### src/design/out_of_band_segment_filter_macros.svh
// assertion macros shared by the segment filter rtl
`ifndef OUT_OF_BAND_SEGMENT_FILTER_MACROS_SVH
`define OUT_OF_BAND_SEGMENT_FILTER_MACROS_SVH

`ifndef SYNTH
// same-cycle implication
`define OOBSF_ASSERT_IMP(label, clk, rstn, ante, cons) \
    label: assert property (@(posedge clk) disable iff (!rstn) (ante) |-> (cons)) \
        else $error("segment filter assertion failed");
// next-cycle implication
`define OOBSF_ASSERT_NXT(label, clk, rstn, ante, cons) \
    label: assert property (@(posedge clk) disable iff (!rstn) (ante) |=> (cons)) \
        else $error("segment filter assertion failed");
`else
`define OOBSF_ASSERT_IMP(label, clk, rstn, ante, cons)
`define OOBSF_ASSERT_NXT(label, clk, rstn, ante, cons)
`endif

`endif

### src/design/oobsf_pkg.sv
// shared types, constants and framing functions of the segment filter
package oobsf_pkg;

    localparam int HOLD_DEPTH_DEF = 48;

    localparam int CFG_IDX_W  = 1;
    localparam int CFG_DATA_W = 8;

    localparam logic [7:0] TN_IAC       = 8'hFF;
    localparam logic [7:0] TN_SB        = 8'hFA;
    localparam logic [7:0] TN_SE        = 8'hF0;
    localparam logic [7:0] ESC_BYTE     = 8'h1B;
    localparam logic [7:0] BRACKET_BYTE = 8'h5B;
    localparam logic [7:0] MXP_END_BYTE = 8'h7A;

    localparam logic [7:0] PROTO_TELNET = 8'd0;
    localparam logic [7:0] PROTO_GMCP   = 8'd201;
    localparam logic [7:0] PROTO_MSDP   = 8'd69;
    localparam logic [7:0] PROTO_MXP    = 8'd27;

    typedef enum logic [CFG_IDX_W-1:0] {
        REG_PROTOCOL_ID  = 1'b0,
        REG_EXTRACT_MODE = 1'b1
    } cfg_reg_t;

    typedef enum logic [1:0] {
        STAT_OK             = 2'd0,
        STAT_UNSUPPORTED    = 2'd1,
        STAT_NONE_EXTRACTED = 2'd2,
        STAT_OVERFLOW       = 2'd3
    } status_t;

    typedef enum logic [1:0] {
        SRC_PATTERN = 2'd0,
        SRC_BYTE    = 2'd1,
        SRC_HELD    = 2'd2,
        SRC_STATUS  = 2'd3
    } out_sel_t;

    typedef struct packed {
        logic     accept;
        logic     load_out;
        out_sel_t sel;
        logic     idx_clr;
        logic     idx_inc;
        logic     ram_rd;
    } cmd_t;

    typedef struct packed {
        logic out_free;
        logic new_a;
        logic new_b;
        logic new_c;
        logic new_h;
        logic new_s;
        logic has_b;
        logic has_c;
        logic has_h;
        logic has_s;
        logic a_last;
        logic c_last;
        logic h_last;
    } sts_t;

    // start pattern length, zero for an unsupported id
    function automatic logic [1:0] pattern_len(input logic [7:0] proto);
        logic [1:0] len;
        if (proto == PROTO_MXP || proto == PROTO_TELNET) begin
            len = 2'd2;
        end else if (proto == PROTO_GMCP || proto == PROTO_MSDP) begin
            len = 2'd3;
        end else begin
            len = 2'd0;
        end
        return len;
    endfunction

    function automatic logic [7:0] start_byte(input logic [7:0] proto, input logic [1:0] pos);
        logic [7:0] b;
        if (proto == PROTO_MXP) begin
            b = (pos == 2'd0) ? ESC_BYTE : BRACKET_BYTE;
        end else begin
            case (pos)
                2'd0: begin
                    b = TN_IAC;
                end
                2'd1: begin
                    b = TN_SB;
                end
                default: begin
                    b = proto;
                end
            endcase
        end
        return b;
    endfunction

endpackage

### src/design/oobsf_ram.sv
// generic single-port-write ram with registered read
module oobsf_ram #(
    parameter int WIDTH = 8,
    parameter int DEPTH = 48
) (
    input  logic                     clk,
    input  logic                     wr_en,
    input  logic [$clog2(DEPTH)-1:0] wr_addr,
    input  logic [WIDTH-1:0]         wr_data,
    input  logic                     rd_en,
    input  logic [$clog2(DEPTH)-1:0] rd_addr,
    output logic [WIDTH-1:0]         rd_data
);
    logic [WIDTH-1:0] mem [DEPTH];
    logic [WIDTH-1:0] rd_data_reg;

    always_ff @(posedge clk) begin
        if (wr_en) begin
            mem[wr_addr] <= wr_data;
        end
        if (rd_en) begin
            rd_data_reg <= mem[rd_addr];
        end
    end

    assign rd_data = rd_data_reg;
endmodule

### src/design/oobsf_dp.sv
// datapath: framing search, string state, hold ram, emission plan and output register
module oobsf_dp #(
    parameter int HOLD_DEPTH = oobsf_pkg::HOLD_DEPTH_DEF
) (
    input  logic                             clk,
    input  logic                             rstn,
    input  logic                             cfg_wr_en,
    input  logic [oobsf_pkg::CFG_IDX_W-1:0]  cfg_index,
    input  logic [oobsf_pkg::CFG_DATA_W-1:0] cfg_wr_data,
    input  logic [7:0]                       s_data_byte,
    input  logic                             s_is_final,
    input  logic                             m_ready,
    input  oobsf_pkg::cmd_t                  cmd,
    output oobsf_pkg::sts_t                  sts,
    output logic                             m_valid,
    output logic [7:0]                       m_out_byte,
    output logic                             m_has_byte,
    output logic                             m_end_of_string,
    output logic [1:0]                       m_status
);
    import oobsf_pkg::*;

    localparam int CW = $clog2(HOLD_DEPTH + 1);
    localparam int AW = $clog2(HOLD_DEPTH);

    typedef enum logic [1:0] {
        EM_NONE    = 2'd0,
        EM_HELD    = 2'd1,
        EM_DROPPED = 2'd2
    } end_match_t;

    // configuration and string state
    logic [7:0]  proto_reg;
    logic        extract_reg;
    logic        inside_reg, inside_next;
    logic [1:0]  smc_reg, smc_next;
    end_match_t  emc_reg, emc_next;
    logic [CW-1:0] held_cnt_reg, held_cnt_next;
    logic        extracted_reg, extracted_next;
    logic        ovf_reg, ovf_next;

    // emission plan of the accepted transaction
    logic [7:0]    byte_reg;
    logic [1:0]    ka_reg, ka_next;
    logic          kb_reg, kb_next;
    logic [1:0]    kc_reg, kc_next;
    logic [CW-1:0] n_reg, n_next;
    logic          fin_reg;
    status_t       stat_reg, stat_next;

    logic [CW-1:0] idx_reg;

    logic          out_valid_reg;
    logic [7:0]    out_byte_reg;
    logic          out_has_reg;
    logic          out_eos_reg;
    status_t       out_stat_reg;

    logic [1:0]    slen;
    logic          elen_one;
    logic [1:0]    c, c_inc;
    logic          do_hold, do_complete, hold_ok, wr_step;
    logic [CW-1:0] n_done;
    logic [1:0]    ka_m1, kc_m1;
    logic [7:0]    ram_rdata;

    assign slen     = pattern_len(proto_reg);
    assign elen_one = (proto_reg == PROTO_MXP);
    assign hold_ok  = held_cnt_reg < CW'(HOLD_DEPTH);
    assign c        = (smc_reg >= slen) ? 2'd0 : smc_reg;
    assign c_inc    = c + 2'd1;
    assign n_done   = (emc_reg == EM_HELD && held_cnt_reg != '0) ?
                      held_cnt_reg - CW'(1) : held_cnt_reg;

    always_comb begin
        inside_next    = inside_reg;
        smc_next       = smc_reg;
        emc_next       = emc_reg;
        held_cnt_next  = held_cnt_reg;
        extracted_next = extracted_reg;
        ovf_next       = ovf_reg;
        ka_next        = 2'd0;
        kb_next        = 1'b0;
        kc_next        = 2'd0;
        n_next         = '0;
        stat_next      = STAT_OK;
        do_hold        = 1'b0;
        do_complete    = 1'b0;
        wr_step        = 1'b0;

        if (slen != 2'd0) begin
            if (!inside_reg) begin
                if (s_data_byte == start_byte(proto_reg, c)) begin
                    if (c_inc == slen) begin
                        inside_next   = 1'b1;
                        emc_next      = EM_NONE;
                        held_cnt_next = '0;
                        smc_next      = 2'd0;
                    end else begin
                        smc_next = c_inc;
                    end
                end else begin
                    if (!extract_reg) begin
                        ka_next = c;
                    end
                    if (s_data_byte == start_byte(proto_reg, 2'd0)) begin
                        smc_next = 2'd1;
                    end else begin
                        smc_next = 2'd0;
                        kb_next  = !extract_reg;
                    end
                end
            end else if (elen_one) begin
                if (s_data_byte == MXP_END_BYTE) begin
                    do_complete = 1'b1;
                end else begin
                    do_hold = 1'b1;
                end
            end else begin
                if (emc_reg != EM_NONE && s_data_byte == TN_SE) begin
                    do_complete = 1'b1;
                end else begin
                    do_hold = 1'b1;
                end
            end
        end

        if (do_hold) begin
            if (hold_ok) begin
                wr_step       = 1'b1;
                held_cnt_next = held_cnt_reg + CW'(1);
            end else begin
                ovf_next = 1'b1;
            end
            if (!elen_one) begin
                if (s_data_byte == TN_IAC) begin
                    emc_next = hold_ok ? EM_HELD : EM_DROPPED;
                end else begin
                    emc_next = EM_NONE;
                end
            end
        end

        if (do_complete) begin
            if (extract_reg) begin
                n_next = n_done;
            end
            extracted_next = 1'b1;
            inside_next    = 1'b0;
            smc_next       = 2'd0;
            emc_next       = EM_NONE;
            held_cnt_next  = '0;
        end

        if (s_is_final) begin
            if (slen != 2'd0 && !extract_reg) begin
                if (inside_next) begin
                    kc_next = slen;
                    n_next  = held_cnt_next;
                end else begin
                    kc_next = smc_next;
                end
            end
            if (slen == 2'd0) begin
                stat_next = STAT_UNSUPPORTED;
            end else if (ovf_next) begin
                stat_next = STAT_OVERFLOW;
            end else if (extract_reg && !extracted_next) begin
                stat_next = STAT_NONE_EXTRACTED;
            end else begin
                stat_next = STAT_OK;
            end
            inside_next    = 1'b0;
            smc_next       = 2'd0;
            emc_next       = EM_NONE;
            held_cnt_next  = '0;
            extracted_next = 1'b0;
            ovf_next       = 1'b0;
        end
    end

    always_ff @(posedge clk) begin
        if (!rstn) begin
            proto_reg     <= PROTO_TELNET;
            extract_reg   <= 1'b0;
            inside_reg    <= 1'b0;
            smc_reg       <= 2'd0;
            emc_reg       <= EM_NONE;
            held_cnt_reg  <= '0;
            extracted_reg <= 1'b0;
            ovf_reg       <= 1'b0;
        end else if (cfg_wr_en) begin
            case (cfg_index)
                REG_PROTOCOL_ID: begin
                    proto_reg <= cfg_wr_data[7:0];
                end
                REG_EXTRACT_MODE: begin
                    extract_reg <= cfg_wr_data[0];
                end
                default: begin
                    proto_reg <= proto_reg;
                end
            endcase
            inside_reg    <= 1'b0;
            smc_reg       <= 2'd0;
            emc_reg       <= EM_NONE;
            held_cnt_reg  <= '0;
            extracted_reg <= 1'b0;
            ovf_reg       <= 1'b0;
        end else if (cmd.accept) begin
            inside_reg    <= inside_next;
            smc_reg       <= smc_next;
            emc_reg       <= emc_next;
            held_cnt_reg  <= held_cnt_next;
            extracted_reg <= extracted_next;
            ovf_reg       <= ovf_next;
        end
    end

    // plan registers
    always_ff @(posedge clk) begin
        if (!rstn) begin
            ka_reg  <= 2'd0;
            kb_reg  <= 1'b0;
            kc_reg  <= 2'd0;
            n_reg   <= '0;
            fin_reg <= 1'b0;
        end else if (cmd.accept) begin
            ka_reg  <= ka_next;
            kb_reg  <= kb_next;
            kc_reg  <= kc_next;
            n_reg   <= n_next;
            fin_reg <= s_is_final;
        end
    end

    always_ff @(posedge clk) begin
        if (cmd.accept) begin
            byte_reg <= s_data_byte;
            stat_reg <= stat_next;
        end
    end

    always_ff @(posedge clk) begin
        if (!rstn) begin
            idx_reg <= '0;
        end else if (cmd.idx_clr) begin
            idx_reg <= '0;
        end else if (cmd.idx_inc) begin
            idx_reg <= idx_reg + CW'(1);
        end
    end

    oobsf_ram #(
        .WIDTH(8),
        .DEPTH(HOLD_DEPTH)
    ) u_hold_ram (
        .clk    (clk),
        .wr_en  (cmd.accept && wr_step),
        .wr_addr(held_cnt_reg[AW-1:0]),
        .wr_data(s_data_byte),
        .rd_en  (cmd.ram_rd),
        .rd_addr(idx_reg[AW-1:0]),
        .rd_data(ram_rdata)
    );

    // output register
    always_ff @(posedge clk) begin
        if (!rstn) begin
            out_valid_reg <= 1'b0;
        end else if (cmd.load_out) begin
            out_valid_reg <= 1'b1;
        end else if (m_ready) begin
            out_valid_reg <= 1'b0;
        end
    end

    always_ff @(posedge clk) begin
        if (cmd.load_out) begin
            case (cmd.sel)
                SRC_PATTERN: begin
                    out_byte_reg <= start_byte(proto_reg, idx_reg[1:0]);
                    out_has_reg  <= 1'b1;
                    out_eos_reg  <= 1'b0;
                    out_stat_reg <= STAT_OK;
                end
                SRC_BYTE: begin
                    out_byte_reg <= byte_reg;
                    out_has_reg  <= 1'b1;
                    out_eos_reg  <= 1'b0;
                    out_stat_reg <= STAT_OK;
                end
                SRC_HELD: begin
                    out_byte_reg <= ram_rdata;
                    out_has_reg  <= 1'b1;
                    out_eos_reg  <= 1'b0;
                    out_stat_reg <= STAT_OK;
                end
                default: begin
                    out_byte_reg <= 8'd0;
                    out_has_reg  <= 1'b0;
                    out_eos_reg  <= 1'b1;
                    out_stat_reg <= stat_reg;
                end
            endcase
        end
    end

    assign ka_m1 = ka_reg - 2'd1;
    assign kc_m1 = kc_reg - 2'd1;

    always_comb begin
        sts.out_free = !out_valid_reg || m_ready;
        sts.new_a    = (ka_next != 2'd0);
        sts.new_b    = kb_next;
        sts.new_c    = (kc_next != 2'd0);
        sts.new_h    = (n_next != '0);
        sts.new_s    = s_is_final;
        sts.has_b    = kb_reg;
        sts.has_c    = (kc_reg != 2'd0);
        sts.has_h    = (n_reg != '0);
        sts.has_s    = fin_reg;
        sts.a_last   = (idx_reg == CW'(ka_m1));
        sts.c_last   = (idx_reg == CW'(kc_m1));
        sts.h_last   = (idx_reg == n_reg - CW'(1));
    end

    assign m_valid         = out_valid_reg;
    assign m_out_byte      = out_byte_reg;
    assign m_has_byte      = out_has_reg;
    assign m_end_of_string = out_eos_reg;
    assign m_status        = out_stat_reg;
endmodule

### src/design/oobsf_ctrl.sv
// controller: sequences the result transactions of one accepted input
module oobsf_ctrl (
    input  logic            clk,
    input  logic            rstn,
    input  logic            s_valid,
    output logic            s_ready,
    input  oobsf_pkg::sts_t sts,
    output oobsf_pkg::cmd_t cmd
);
    import oobsf_pkg::*;

    typedef enum logic [6:0] {
        ST_IDLE     = 7'b0000001,
        ST_PRE_A    = 7'b0000010,
        ST_BYTE_B   = 7'b0000100,
        ST_PRE_C    = 7'b0001000,
        ST_HOLD_RD  = 7'b0010000,
        ST_HOLD_OUT = 7'b0100000,
        ST_STATUS   = 7'b1000000
    } state_t;

    state_t state_reg, state_next;

    // first phase with work left
    function automatic state_t pick(input logic a, input logic b, input logic c,
                                    input logic h, input logic s);
        state_t st;
        if (a) begin
            st = ST_PRE_A;
        end else if (b) begin
            st = ST_BYTE_B;
        end else if (c) begin
            st = ST_PRE_C;
        end else if (h) begin
            st = ST_HOLD_RD;
        end else if (s) begin
            st = ST_STATUS;
        end else begin
            st = ST_IDLE;
        end
        return st;
    endfunction

    always_comb begin
        state_next = state_reg;
        cmd        = '0;
        cmd.sel    = SRC_PATTERN;
        case (state_reg)
            ST_IDLE: begin
                if (s_valid) begin
                    cmd.accept  = 1'b1;
                    cmd.idx_clr = 1'b1;
                    state_next  = pick(sts.new_a, sts.new_b, sts.new_c, sts.new_h, sts.new_s);
                end
            end
            ST_PRE_A: begin
                if (sts.out_free) begin
                    cmd.load_out = 1'b1;
                    cmd.sel      = SRC_PATTERN;
                    if (sts.a_last) begin
                        cmd.idx_clr = 1'b1;
                        state_next  = pick(1'b0, sts.has_b, sts.has_c, sts.has_h, sts.has_s);
                    end else begin
                        cmd.idx_inc = 1'b1;
                    end
                end
            end
            ST_BYTE_B: begin
                if (sts.out_free) begin
                    cmd.load_out = 1'b1;
                    cmd.sel      = SRC_BYTE;
                    state_next   = pick(1'b0, 1'b0, sts.has_c, sts.has_h, sts.has_s);
                end
            end
            ST_PRE_C: begin
                if (sts.out_free) begin
                    cmd.load_out = 1'b1;
                    cmd.sel      = SRC_PATTERN;
                    if (sts.c_last) begin
                        cmd.idx_clr = 1'b1;
                        state_next  = pick(1'b0, 1'b0, 1'b0, sts.has_h, sts.has_s);
                    end else begin
                        cmd.idx_inc = 1'b1;
                    end
                end
            end
            ST_HOLD_RD: begin
                cmd.ram_rd = 1'b1;
                state_next = ST_HOLD_OUT;
            end
            ST_HOLD_OUT: begin
                if (sts.out_free) begin
                    cmd.load_out = 1'b1;
                    cmd.sel      = SRC_HELD;
                    if (sts.h_last) begin
                        cmd.idx_clr = 1'b1;
                        state_next  = pick(1'b0, 1'b0, 1'b0, 1'b0, sts.has_s);
                    end else begin
                        cmd.idx_inc = 1'b1;
                        state_next  = ST_HOLD_RD;
                    end
                end
            end
            ST_STATUS: begin
                if (sts.out_free) begin
                    cmd.load_out = 1'b1;
                    cmd.sel      = SRC_STATUS;
                    state_next   = ST_IDLE;
                end
            end
            default: begin
                state_next = ST_IDLE;
            end
        endcase
    end

    always_ff @(posedge clk) begin
        if (!rstn) begin
            state_reg <= ST_IDLE;
        end else begin
            state_reg <= state_next;
        end
    end

    assign s_ready = (state_reg == ST_IDLE);
endmodule

### src/design/out_of_band_segment_filter.sv
// top level of the out-of-band segment filter
// Byte-stream filter for telnet subnegotiation (IAC SB [id] ... IAC SE) and MXP (ESC [ ... z)
// segments, selected by protocol_id; extract_mode picks payload-only output instead of
// removal. One input transaction is in flight at a time. A byte that produces no result is
// only accepted; otherwise, after accepting it, the controller emits its start-pattern and
// pass-through bytes, the payload bytes replayed from the hold ram (registered read, then
// output load) and the end-of-string status; m_ready stalls can hold back each output load.
// A new input is taken while the last result still waits in the output register. The hold
// ram needs no clearing after reset.
`include "out_of_band_segment_filter_macros.svh"

module out_of_band_segment_filter #(
    parameter int HOLD_DEPTH = oobsf_pkg::HOLD_DEPTH_DEF
) (
    input  logic                             aclk,
    input  logic                             aresetn,
    input  logic                             cfg_wr_en,
    input  logic [oobsf_pkg::CFG_IDX_W-1:0]  cfg_index,
    input  logic [oobsf_pkg::CFG_DATA_W-1:0] cfg_wr_data,
    input  logic                             s_valid,
    output logic                             s_ready,
    input  logic [7:0]                       s_data_byte,
    input  logic                             s_is_final,
    output logic                             m_valid,
    input  logic                             m_ready,
    output logic [7:0]                       m_out_byte,
    output logic                             m_has_byte,
    output logic                             m_end_of_string,
    output logic [1:0]                       m_status
);
    import oobsf_pkg::*;

    cmd_t cmd;
    sts_t sts;

    oobsf_ctrl u_ctrl (
        .clk    (aclk),
        .rstn   (aresetn),
        .s_valid(s_valid),
        .s_ready(s_ready),
        .sts    (sts),
        .cmd    (cmd)
    );

    oobsf_dp #(
        .HOLD_DEPTH(HOLD_DEPTH)
    ) u_dp (
        .clk            (aclk),
        .rstn           (aresetn),
        .cfg_wr_en      (cfg_wr_en),
        .cfg_index      (cfg_index),
        .cfg_wr_data    (cfg_wr_data),
        .s_data_byte    (s_data_byte),
        .s_is_final     (s_is_final),
        .m_ready        (m_ready),
        .cmd            (cmd),
        .sts            (sts),
        .m_valid        (m_valid),
        .m_out_byte     (m_out_byte),
        .m_has_byte     (m_has_byte),
        .m_end_of_string(m_end_of_string),
        .m_status       (m_status)
    );

    // a pending result is never overwritten
    `OOBSF_ASSERT_IMP(a_no_overwrite, aclk, aresetn, cmd.load_out, sts.out_free)
    // a final byte always leaves a status transaction to send
    `OOBSF_ASSERT_NXT(a_final_blocks_input, aclk, aresetn, s_valid && s_ready && s_is_final, !s_ready)
endmodule
### config.mk
export PLATFORM = sky130hd
export DESIGN_NAME = out_of_band_segment_filter
export DESIGN_NICKNAME = d
export VERILOG_FILES = /design/src/design/oobsf_pkg.sv /design/src/design/oobsf_ram.sv /design/src/design/oobsf_dp.sv /design/src/design/oobsf_ctrl.sv /design/src/design/out_of_band_segment_filter.sv
export VERILOG_INCLUDE_DIRS = /design/src /design/src/design
export SDC_FILE = /design/constraint.sdc
export NUM_CORES = 1
export LEC_CHECK = 0
export BUFFER_PORTS_ARGS = -buffer_cell sky130_fd_sc_hd__buf_2
export CORE_ASPECT_RATIO = 0.9
export CORE_UTILIZATION = 55
export CTS_CLUSTER_DIAMETER = 50
export DETAILED_ROUTE_END_ITERATION = 16
export PLACE_DENSITY = 0.68
export RECOVER_POWER = 100
export SYNTH_ARGS = -nofsm -noshare
export SYNTH_HDL_FRONTEND = slang
export SYNTH_SLANG_ARGS = --single-unit
### constraint.sdc
create_clock -name aclk -period 3.73 [get_ports aclk]
set_input_delay 0.9325 -clock aclk [delete_from_list [all_inputs] [get_ports aclk]]
set_output_delay 0.9325 -clock aclk [all_outputs]
set_load 0.01 [all_outputs]
Word-level counts from Yosys, hierarchy flattened:

Memories as Yosys holds them, arrays and structs flattened. A register that Yosys moved wholly into a read port is not among the register bits.
Cells that the tools add are included.

* word-level logic and storage cells: 226
* input port bits: 23
* flip-flop bits (word level): 70
* output and inout port bits: 14
* memories: 1
* memory bits (writable): 384

Memories
* u_dp.u_hold_ram.mem: words 48, width 8, read ports 1, clocked after Yosys merged registers in 1, wr ports 1, RTL line oobsf_ram.sv:14 `logic [WIDTH-1:0] mem [DEPTH];`

* add/subtract/negate cells: 7
* $lt $le $gt $ge: 2
* reductions and logical operators: 32
* eq/ne operators: 32
* muxes and demuxes: 126
* bitwise operators: 3

Operator list (count)
* $mux W7: 20
* $mux W6: 14
* $mux W8: 8
* $mux W2: 28
* $pmux W7 S7: 1
* $mux W1: 44
* $pmux W8 S2: 2
* $eq A8 B8 Y1 const B: 3
* $pmux W8 S3: 1
* $reduce_bool A6 Y1: 3
* $eq A8 B7 Y1 const B: 2
* $eq A8 B8 Y1: 2
* $ne A2 B2 Y1 const B: 8
* $mux W5: 3
* $pmux W3 S5: 1
* $add A6 B1 Y6 const B: 2
* $eq A6 B2 Y1: 2
* $reduce_bool A2 Y1: 6
* $sub A6 B1 Y6 const B: 2
* $eq A2 B1 Y1 const B: 4
* $eq A8 B5 Y1 const B: 1
* $logic_not A2 Y1: 4
* $logic_not A8 Y1: 1
* $reduce_and A8 Y1: 1
* other kinds (24): 39

Logic depth before layout (Yosys ltp):

Gate-level depths: netlist of the first run.

* depth in word-level cells: 30
* mapped depth: 17
* mapped depth without buffers: 15

By module:

Synthesis of the first run repeated with hierarchy kept, for this count alone.

* cell total of the unflattened synthesis: 1329
* area, all modules: 20000.4 µm²

By module, submodules not included
* oobsf_ram: instances 1, sequential area each 11771.3 µm², cells an instance 790, area each 15414.8 µm²
* oobsf_dp: instances 1, sequential area each 1481.4 µm², cells an instance 437, area each 3788.6 µm²
* oobsf_ctrl: instances 1, sequential area each 140.1 µm², cells an instance 102, area each 797.0 µm²

Least setup slack after synthesis of the first run:

OpenSTA, ideal clock, no wires.

* kind: reg-to-reg
* start point: reg u_dp.proto_reg[7]
* end point: reg u_ctrl.state_reg[4]
* setup slack: 360 ps
* arrival time: 3311 ps
* data required time: 3671 ps
* path buffers: 2
* clock period less this slack: 3370 ps
* library setup time: 59 ps
* stages on the path, launching flop included: 18
* cell sequence: dfxtp_1 > or4_1 > buf_2 > a21oi_2 > or2_0 > buf_2 > and2_1 > inv_2 > ha_1 > nor2b_1 > a31oi_1 > a2bb2oi_1 > a21oi_1 > and4_1 > a31oi_1 > a21oi_1 > a2111oi_2 > a31o_1

* longest elaborated chain between the ends: 28
* elaborated cells on any way between the ends: 75
* classes of those cells: add/sub: 1; order compare: 1; eq/ne: 7; mux: 57; reduce/logical: 9

Ends and longest elaborated chain
* start, declared: RTL line oobsf_dp.sv:33 `logic [7:0] proto_reg;`
* start signal, assigned: RTL line oobsf_dp.sv:195 `proto_reg <= cfg_wr_data[7:0];`
* start signal, assigned: RTL line oobsf_dp.sv:201 `proto_reg <= proto_reg;`
* $eq A8 B8 Y1 / $eq A8 B7 Y1 (equally long branches): RTL line oobsf_pkg.sv:70 `end else if (proto == PROTO_GMCP || proto == PROTO_MSDP) begin`
* $logic_or A1 B1 Y1: RTL line oobsf_pkg.sv:70
* $mux W2: RTL line oobsf_pkg.sv:70
* $mux W2: RTL line oobsf_pkg.sv:68 `if (proto == PROTO_MXP || proto == PROTO_TELNET) begin`
* $ge A2 B2 Y1: RTL line oobsf_dp.sv:70 `assign c = (smc_reg >= slen) ? 2'd0 : smc_reg;`
* $mux W2: RTL line oobsf_dp.sv:70
* $eq A2 B1 Y1 / $logic_not A2 Y1 (equally long branches): RTL line oobsf_pkg.sv:83, oobsf_pkg.sv:81
* $pmux W8 S2 / $mux W7 (equally long branches): RTL line oobsf_pkg.sv:83, oobsf_pkg.sv:81
* [12 not listed]
* $mux W6: RTL line oobsf_dp.sv:155 `if (s_is_final) begin`
* $reduce_bool A6 Y1: RTL line oobsf_dp.sv:317 `sts.new_h = (n_next != '0);`
* $mux W7: RTL line oobsf_ctrl.sv:34 `end else if (h) begin`
* $mux W7: RTL line oobsf_ctrl.sv:32 `end else if (c) begin`
* $mux W7: RTL line oobsf_ctrl.sv:30 `end else if (b) begin`
* $mux W7 (*): RTL line oobsf_ctrl.sv:28 `if (a) begin`
* $mux W7 (*): RTL line oobsf_ctrl.sv:50 `if (s_valid) begin`
* $pmux W7 S7 (*): RTL line oobsf_ctrl.sv:48 `case (state_reg)`
* end signal, assigned: RTL line oobsf_ctrl.sv:121 `state_reg <= state_next;`
* end, declared: RTL line oobsf_ctrl.sv:22 `state_t state_reg, state_next;`

Every way passes the cells marked *; elsewhere a longest branch is shown, timed or not. The select of a mux whose other input is x is not followed.
A chain may end at the register's enable or synchronous reset.

Final worst setup path of the first run:

* start point: reg u_dp.proto_reg[0]
* end point: reg u_ctrl.state_reg[2]

The elaborated chain is that of the path after synthesis.

==> out/results.ini, run 1 <==
[clocking]
cts_setup_buffers=0
clk_path_buf_depth=3
htree_levels=2
clock_latency_ns=0.57
cts_tree=yes
cts_buffers=47
cts.clk_slew.worst_paths_ns=0.06
cts_sinks=462
root_buffer=clkbuf_16

[die]
core_area_sq_mm=0.0350
die_h_um=181
rows=65
die_x_um=201
dieArea_sq_mm=0.0362
pin_count=37
initial_core_util_pct=55.8

[sta]
fin_crit_sh_pct=96.3
max_freq_ghz=0.278
grt_setup_unrepaired=true
whs_ns=0.468
worst_slew_pin_slew_ns=2.19
fin_crit_ns=3.59
fin_skew_ns=0.0141
setup_violations=0
final.setup.tns_ns=0
relSlewSlack_pct=-46.3
hold_viol=0
maxSlewViolCount=137

[power_and_ir_drop]
power_leakage_nw=6.90
peakVddDrop_uv=470
powerDensity_mw_per_mm2=487

[grt]
antenna_found_initial=2
grt_pass1_wl_um=68200
grt_overflow=0
grt_max_degree=50
grt_pass1_vias=11100
grt_usage_pct=25.3

[synthesis]
yosysUniqueCellTypes=79
synth_area_sq_mm=0.0195
synth_edf_count=414
synth_top_area_share_pct=63.7
synth_top_area_cell=edfxtp_1
synth_fp_nets=1215
avgSynthCellArea_sq_um=16.5
synth_cells=1182
synth_warnings=0
yosysSeqAreaShare_pct=68.6
synth_ff_type=edfxtp_1
ys_ff_latch=462
synthArstFlopShare_pct=0
yosys-top-cells-area=edfxtp_1, mux4_2, dfxtp_1

[cells_and_area]
layout_common_cells=edfxtp_1, mux4_2, nor2_1
fin_nets=1331
mostFrequentLayoutCell=edfxtp_1
fin_area_sq_mm=0.0221
top_register=u_dp.u_hold_ram.mem
drive_gt1_share_pct=22.8
area_growth_pct=13.3
largest_reg_flops=384

[routing]
firstDrtPassIters=6
vias_per_cell=6.16
routedWlPerCell_um=24.8
drcViolationCount=0
wirelength_um=44800
drtIter0Drc=1065
vias=11100
ant_nets=0

[worst_setup_path]
crit_fanout=6
arrival_ns=4.09
critPathKind=register to register
crit_required_ns=4.23
crit_path_end_kind=register
start_kind=register

[place]
gp_congestion=0.934
hpwl_um=29700
placed_area_sq_mm=0.0208
portBuffers=36

[run]
maxCapViolCount=3

[run_status]
violations=max-capacitance violations, max-slew violations
status=complete, but fails checks

[hold_path]
hp-class=register to register

-- cell type report --
cell class	count	area, sq um
multi-input combinational	629	5790
tap	469	587
clock buffer	56	1250
antenna	1	2.50
timing repair buffer	129	689
clock inverter	30	270
fill	2571	12900
sequential	462	13400
inverter	29	109
-- metal layers --
| metal | vias up | global-route usage [%] | wire length [um] |
|---|---|---|---|
| li1 | 4962 | - | - |
| met4 | 4 | 5.44 | 799 |
| met1 | 5623 | 36.0 | 18800 |
| met5 | - | 0 | 29 |
| met2 | 458 | 41.1 | 21600 |
| met3 | 72 | 4.99 | 3600 |
-- power breakdown --
group	total (mW)	leakage (nW)	switching, mW	internal, mW
Combinational	0.425	2.04	0.310	0.115
Sequential	5.71	4.11	0.0299	5.68
Clock	4.63	0.749	1.94	2.69
-- final timing paths --
check | from | endpoint | slack, ns | cells after the start
min reg2reg | u_dp.ka_reg[0]$_SDFFE_PN0P_ | u_dp.ka_reg[0]$_SDFFE_PN0P_ | 0.47 | 2
min | u_dp.ka_reg[0]$_SDFFE_PN0P_ | u_dp.ka_reg[0]$_SDFFE_PN0P_ | 0.47 | 2
max | u_dp.proto_reg[0]$_SDFFE_PN0P_ | u_ctrl.state_reg[2]$_SDFFE_PN0P_ | 0.14 | 15
max reg2reg | u_dp.proto_reg[0]$_SDFFE_PN0P_ | u_ctrl.state_reg[2]$_SDFFE_PN0P_ | 0.14 | 15
-- timing repair --
item / 4_1_cts / 5_1_grt
endpoints found under the setup margin: 0 / 14
hold buffers: 0 / 0
gates resized for setup: 0 / 10
-- cell families (layout without fill, tap and decap cells) --
family	after synthesis	count (layout)	synth area share (%)
AOI/OAI and AO/OA	157	157	5.50
adders and majority gates	10	10	0.641
xor gates and xnor gates	23	23	1.03
DFF	462	462	68.6
other	0	1	0
muxes	139	139	14.8
and+or+nand+nor	300	300	7.54
buffers and inverters	91	244	1.80
-- cells in the mapped netlist (all sizes together) (7+ instances only) --
cell type	count
a21oi	45
a22oi	9
a31oi	10
and2	12
buf	24
clkbuf	38
dfxtp	48
edfxtp	414
ha	10
inv	29
mux2i	17
mux4	120
nand2	55
nand2b	7
nand3	24
nand4	7
nor2	114
nor2b	9
nor3	24
nor4	9
o21ai	32
xnor2	10
xor2	13
-- metrics by stage --
stage	util, %	worst slack [ns]	std cells	total power [mW]
5_1_grt	63.2	-0.0474	1804	11.1
3_3_place_gp	59.4	0.314	1718	6.23
6_report	63.2	0.137	1805	10.8
4_1_cts	63.8	0.102	1804	10.8
3_5_place_dp	59.4	0.126	1718	6.24
2_1_floorplan	-	0.360	1182	6.03
-- worst max-delay path: stages (launching register included) --
cell,delay [ns]
dfxtp_1,0.35
or4_1,0.60
a21oi_2,0.19
or2_0,0.15
and2_2,0.20
inv_2,0.05
ha_1,0.18
nor2b_1,0.14
a31oi_2,0.22
a2bb2oi_2,0.20
a21oi_1,0.07
and4_2,0.28
nor3_1,0.45
a32o_1,0.27
a22oi_1,0.06
nor2_1,0.10
(Power assumes the default switching activity.)
==> run 2, diff against run 1 <==
--- a/config.mk
+++ b/config.mk
@@ -6,7 +6,7 @@
 export SDC_FILE = /design/constraint.sdc
 export NUM_CORES = 1
 export LEC_CHECK = 0
-export BUFFER_PORTS_ARGS = -buffer_cell sky130_fd_sc_hd__buf_2
+export BUFFER_PORTS_ARGS = -buffer_cell sky130_fd_sc_hd__clkbuf_2
 export CORE_ASPECT_RATIO = 0.9
 export CORE_UTILIZATION = 55
 export CTS_CLUSTER_DIAMETER = 50
==> run 2 against run 1 <==
Effect of this change: the flow still finishes with violations (max-capacitance violations, max-slew violations); first-iteration DRC count is 13% higher; via count up 0.99%; worst setup slack better by 0.075 ns; sequential power about the same; highest routed layer unchanged.
==> out/results.ini, run 2 (same netlist as run 1, synthesis figures left out) <==
[worst_setup_path]
path_cells=clkbuf_1, clkbuf_1, nor4_1, o21a_4, nor4_1, clkbuf_1, nand3b_1, nor2_1, clkbuf_1
crit_path_max_incr_delay_ns=0.75  ; +0.15 ns
rrSetupSlack_ns=0.21  ; +0.08 ns
crit_required_ns=3.98  ; -0.25 ns
worst_path_most_repeated_cell=clkbuf_1
worst_path_max_delay_cell=clkbuf_1
cp_top_family=buffers and inverters
crit_start=s_data_byte[7]
crit_fanout=23  ; +17
crit_buf_inv=4  ; +3
crit_path_end_kind=register
critPathKind=input port to register
arrival_ns=3.77  ; -0.32 ns
rr_endpoint=u_ctrl.state_reg[4]$_SDFFE_PN0P_
rr_worst_depth=15  ; unchanged
start_kind=input port
crit-reg2reg-launch=u_dp.proto_reg[7]$_SDFFE_PN0P_

[die]
die_h_um=181  ; unchanged
rows=65  ; unchanged
initial_core_util_pct=55.8  ; unchanged
dieArea_sq_mm=0.0362  ; unchanged
pin_count=37  ; unchanged
die_x_um=201  ; unchanged
core_area_sq_mm=0.0350  ; unchanged

[grt]
grt_use_met1_pct=37.7  ; +1.6 points
top_usage_layer=met2
grt_pass1_wl_um=69600  ; +2.2%
grt_usage_pct=26.0  ; +0.64 points
antenna_found_initial=2  ; unchanged
met2_usage_pct=40.1  ; -1.0 points
grt_pass1_vias=11200  ; +1.1%
grt_max_degree=50  ; unchanged
grt_util_met3_pct=5.77  ; +0.78 points
grt_overflow=0  ; unchanged

[hold_path]
hp-class=register to register
min_path_cells=2  ; unchanged
hp-start=u_dp.ka_reg[0]$_SDFFE_PN0P_
whs_endpoint=u_dp.ka_reg[0]$_SDFFE_PN0P_

[routing]
vias=11200  ; +0.99%
vias_per_cell=6.22  ; +0.93%
drcViolationCount=0  ; unchanged
firstDrtPassIters=5  ; -1
ant_nets=0  ; unchanged
drtIter0Drc=1207  ; +13%
wirelength_um=45800  ; +2.2%
routedWlPerCell_um=25.4  ; +2.1%

[sta]
maxSlewViolCount=233  ; +70%
fin_crit_sh_pct=94.3  ; -2.0 points
whs_ns=0.473  ; +0.00488 ns
worst_slew_pin_slew_ns=2.55  ; +0.355 ns
setup_violations=0  ; unchanged
fin_skew_ns=0.0236  ; +0.00950 ns
fin_crit_ns=3.52  ; -0.0750 ns
max_freq_ghz=0.284  ; +2.1%
relSlewSlack_pct=-70.0  ; -24 points
hold_viol=0  ; unchanged

[power_and_ir_drop]
powerDensity_mw_per_mm2=491  ; +0.91%
power_leakage_nw=6.92  ; +0.39%
peakVddDrop_uv=421  ; -11%

[run]
maxCapViolCount=5  ; +2

[cells_and_area]
layout_common_cells=edfxtp_1, mux4_2, nor2_1
largest_reg_flops=384  ; unchanged
fin_area_sq_mm=0.0222  ; +0.23%
top_register=u_dp.u_hold_ram.mem
fin_nets=1335  ; +0.30%
mostFrequentLayoutCell=edfxtp_1
drive_gt1_share_pct=22.3  ; -0.48 points
area_growth_pct=13.6
antenna_cells=0  ; -1

[clocking]
cts_sinks=462  ; unchanged
clk_path_buf_depth=3  ; unchanged
cts_resized=0  ; unchanged
cts_tree=yes
cts.clk_slew.worst_paths_ns=0.06  ; about the same
htree_levels=2  ; unchanged
root_buffer=clkbuf_16
postCtsHoldBufs=0  ; unchanged
clock_latency_ns=0.58  ; about the same
cts_setup_buffers=0  ; unchanged
cts_buffers=49  ; +4.3%

[run_status]
violations=max-capacitance violations, max-slew violations
status=complete, but fails checks

[place]
placed_area_sq_mm=0.0208  ; +0.13%
portBuffers=36  ; unchanged
gp_congestion=0.902  ; -3.4%
hpwl_um=30200  ; +1.6%

## run 2: changes by cell type in the layout (fill, tap and decap cells not counted), moves of 3 or more
| cell | delta |
|---|---|
| buf_2 | -13 |
| clkbuf_2 | +9 |
| clkinv_2 | -6 |
| clkinv_1 | +4 |
| buf_4 | +3 |
## run 2: final cells by class
cell class	count	area, sq um
multi-input combinational	629	5780
tap	469	587
inverter	29	109
clock inverter	30	299
sequential	462	13400
fill	2584	12800
timing repair buffer	131	719
clock buffer	56	1260
## run 2: how the worst max path moves through the flow
stage	endpoint	slack, ns	depth (start not counted)
2_1_floorplan	u_ctrl.state_reg[4]$_SDFFE_PN0P_	0.36	17
3_3_place_gp	u_ctrl.state_reg[2]$_SDFFE_PN0P_	0.30	15
3_5_place_dp	u_ctrl.state_reg[2]$_SDFFE_PN0P_	0.17	15
4_1_cts	u_ctrl.state_reg[2]$_SDFFE_PN0P_	0.09	15
5_1_grt	u_ctrl.state_reg[4]$_SDFFE_PN0P_	-0.002	15
6_report	u_dp.u_hold_ram.mem[19][3]$_DFFE_PP_	0.21	9
## run 2: report_power, final
group / switching (mW) / internal [mW] / leakage, nW
clock: 1.97 / 2.78 / 0.766
sequential: 0.0327 / 5.68 / 4.11
combinational: 0.306 / 0.114 / 2.05
## run 2: routing by layer
metal	up-vias	routed length [um]
li1	4973	-
met1	5716	19400
met2	461	21500
met3	75	3780
met4	4	1030
met5	-	25
## run 2: tightest hold or removal path, cell delays in order, from the launching register on
cell and delay, ns:
dfxtp_1 0.32, nand2_1 0.06, a21oi_1 0.05
## run 2: through the flow
step                total power, mW   TNS, ns  setup WS, ns  cells  utilization [%]
detailed placement             6.23         0         0.170   1720             59.5
CTS                            10.9         0        0.0852   1806             64.0
floorplan                      6.03         0         0.360   1182                -
finish                         10.9         0         0.212   1806             63.4
global placement               6.23         0         0.301   1720             59.5
global route                   11.2  -0.00151      -0.00151   1806             63.4
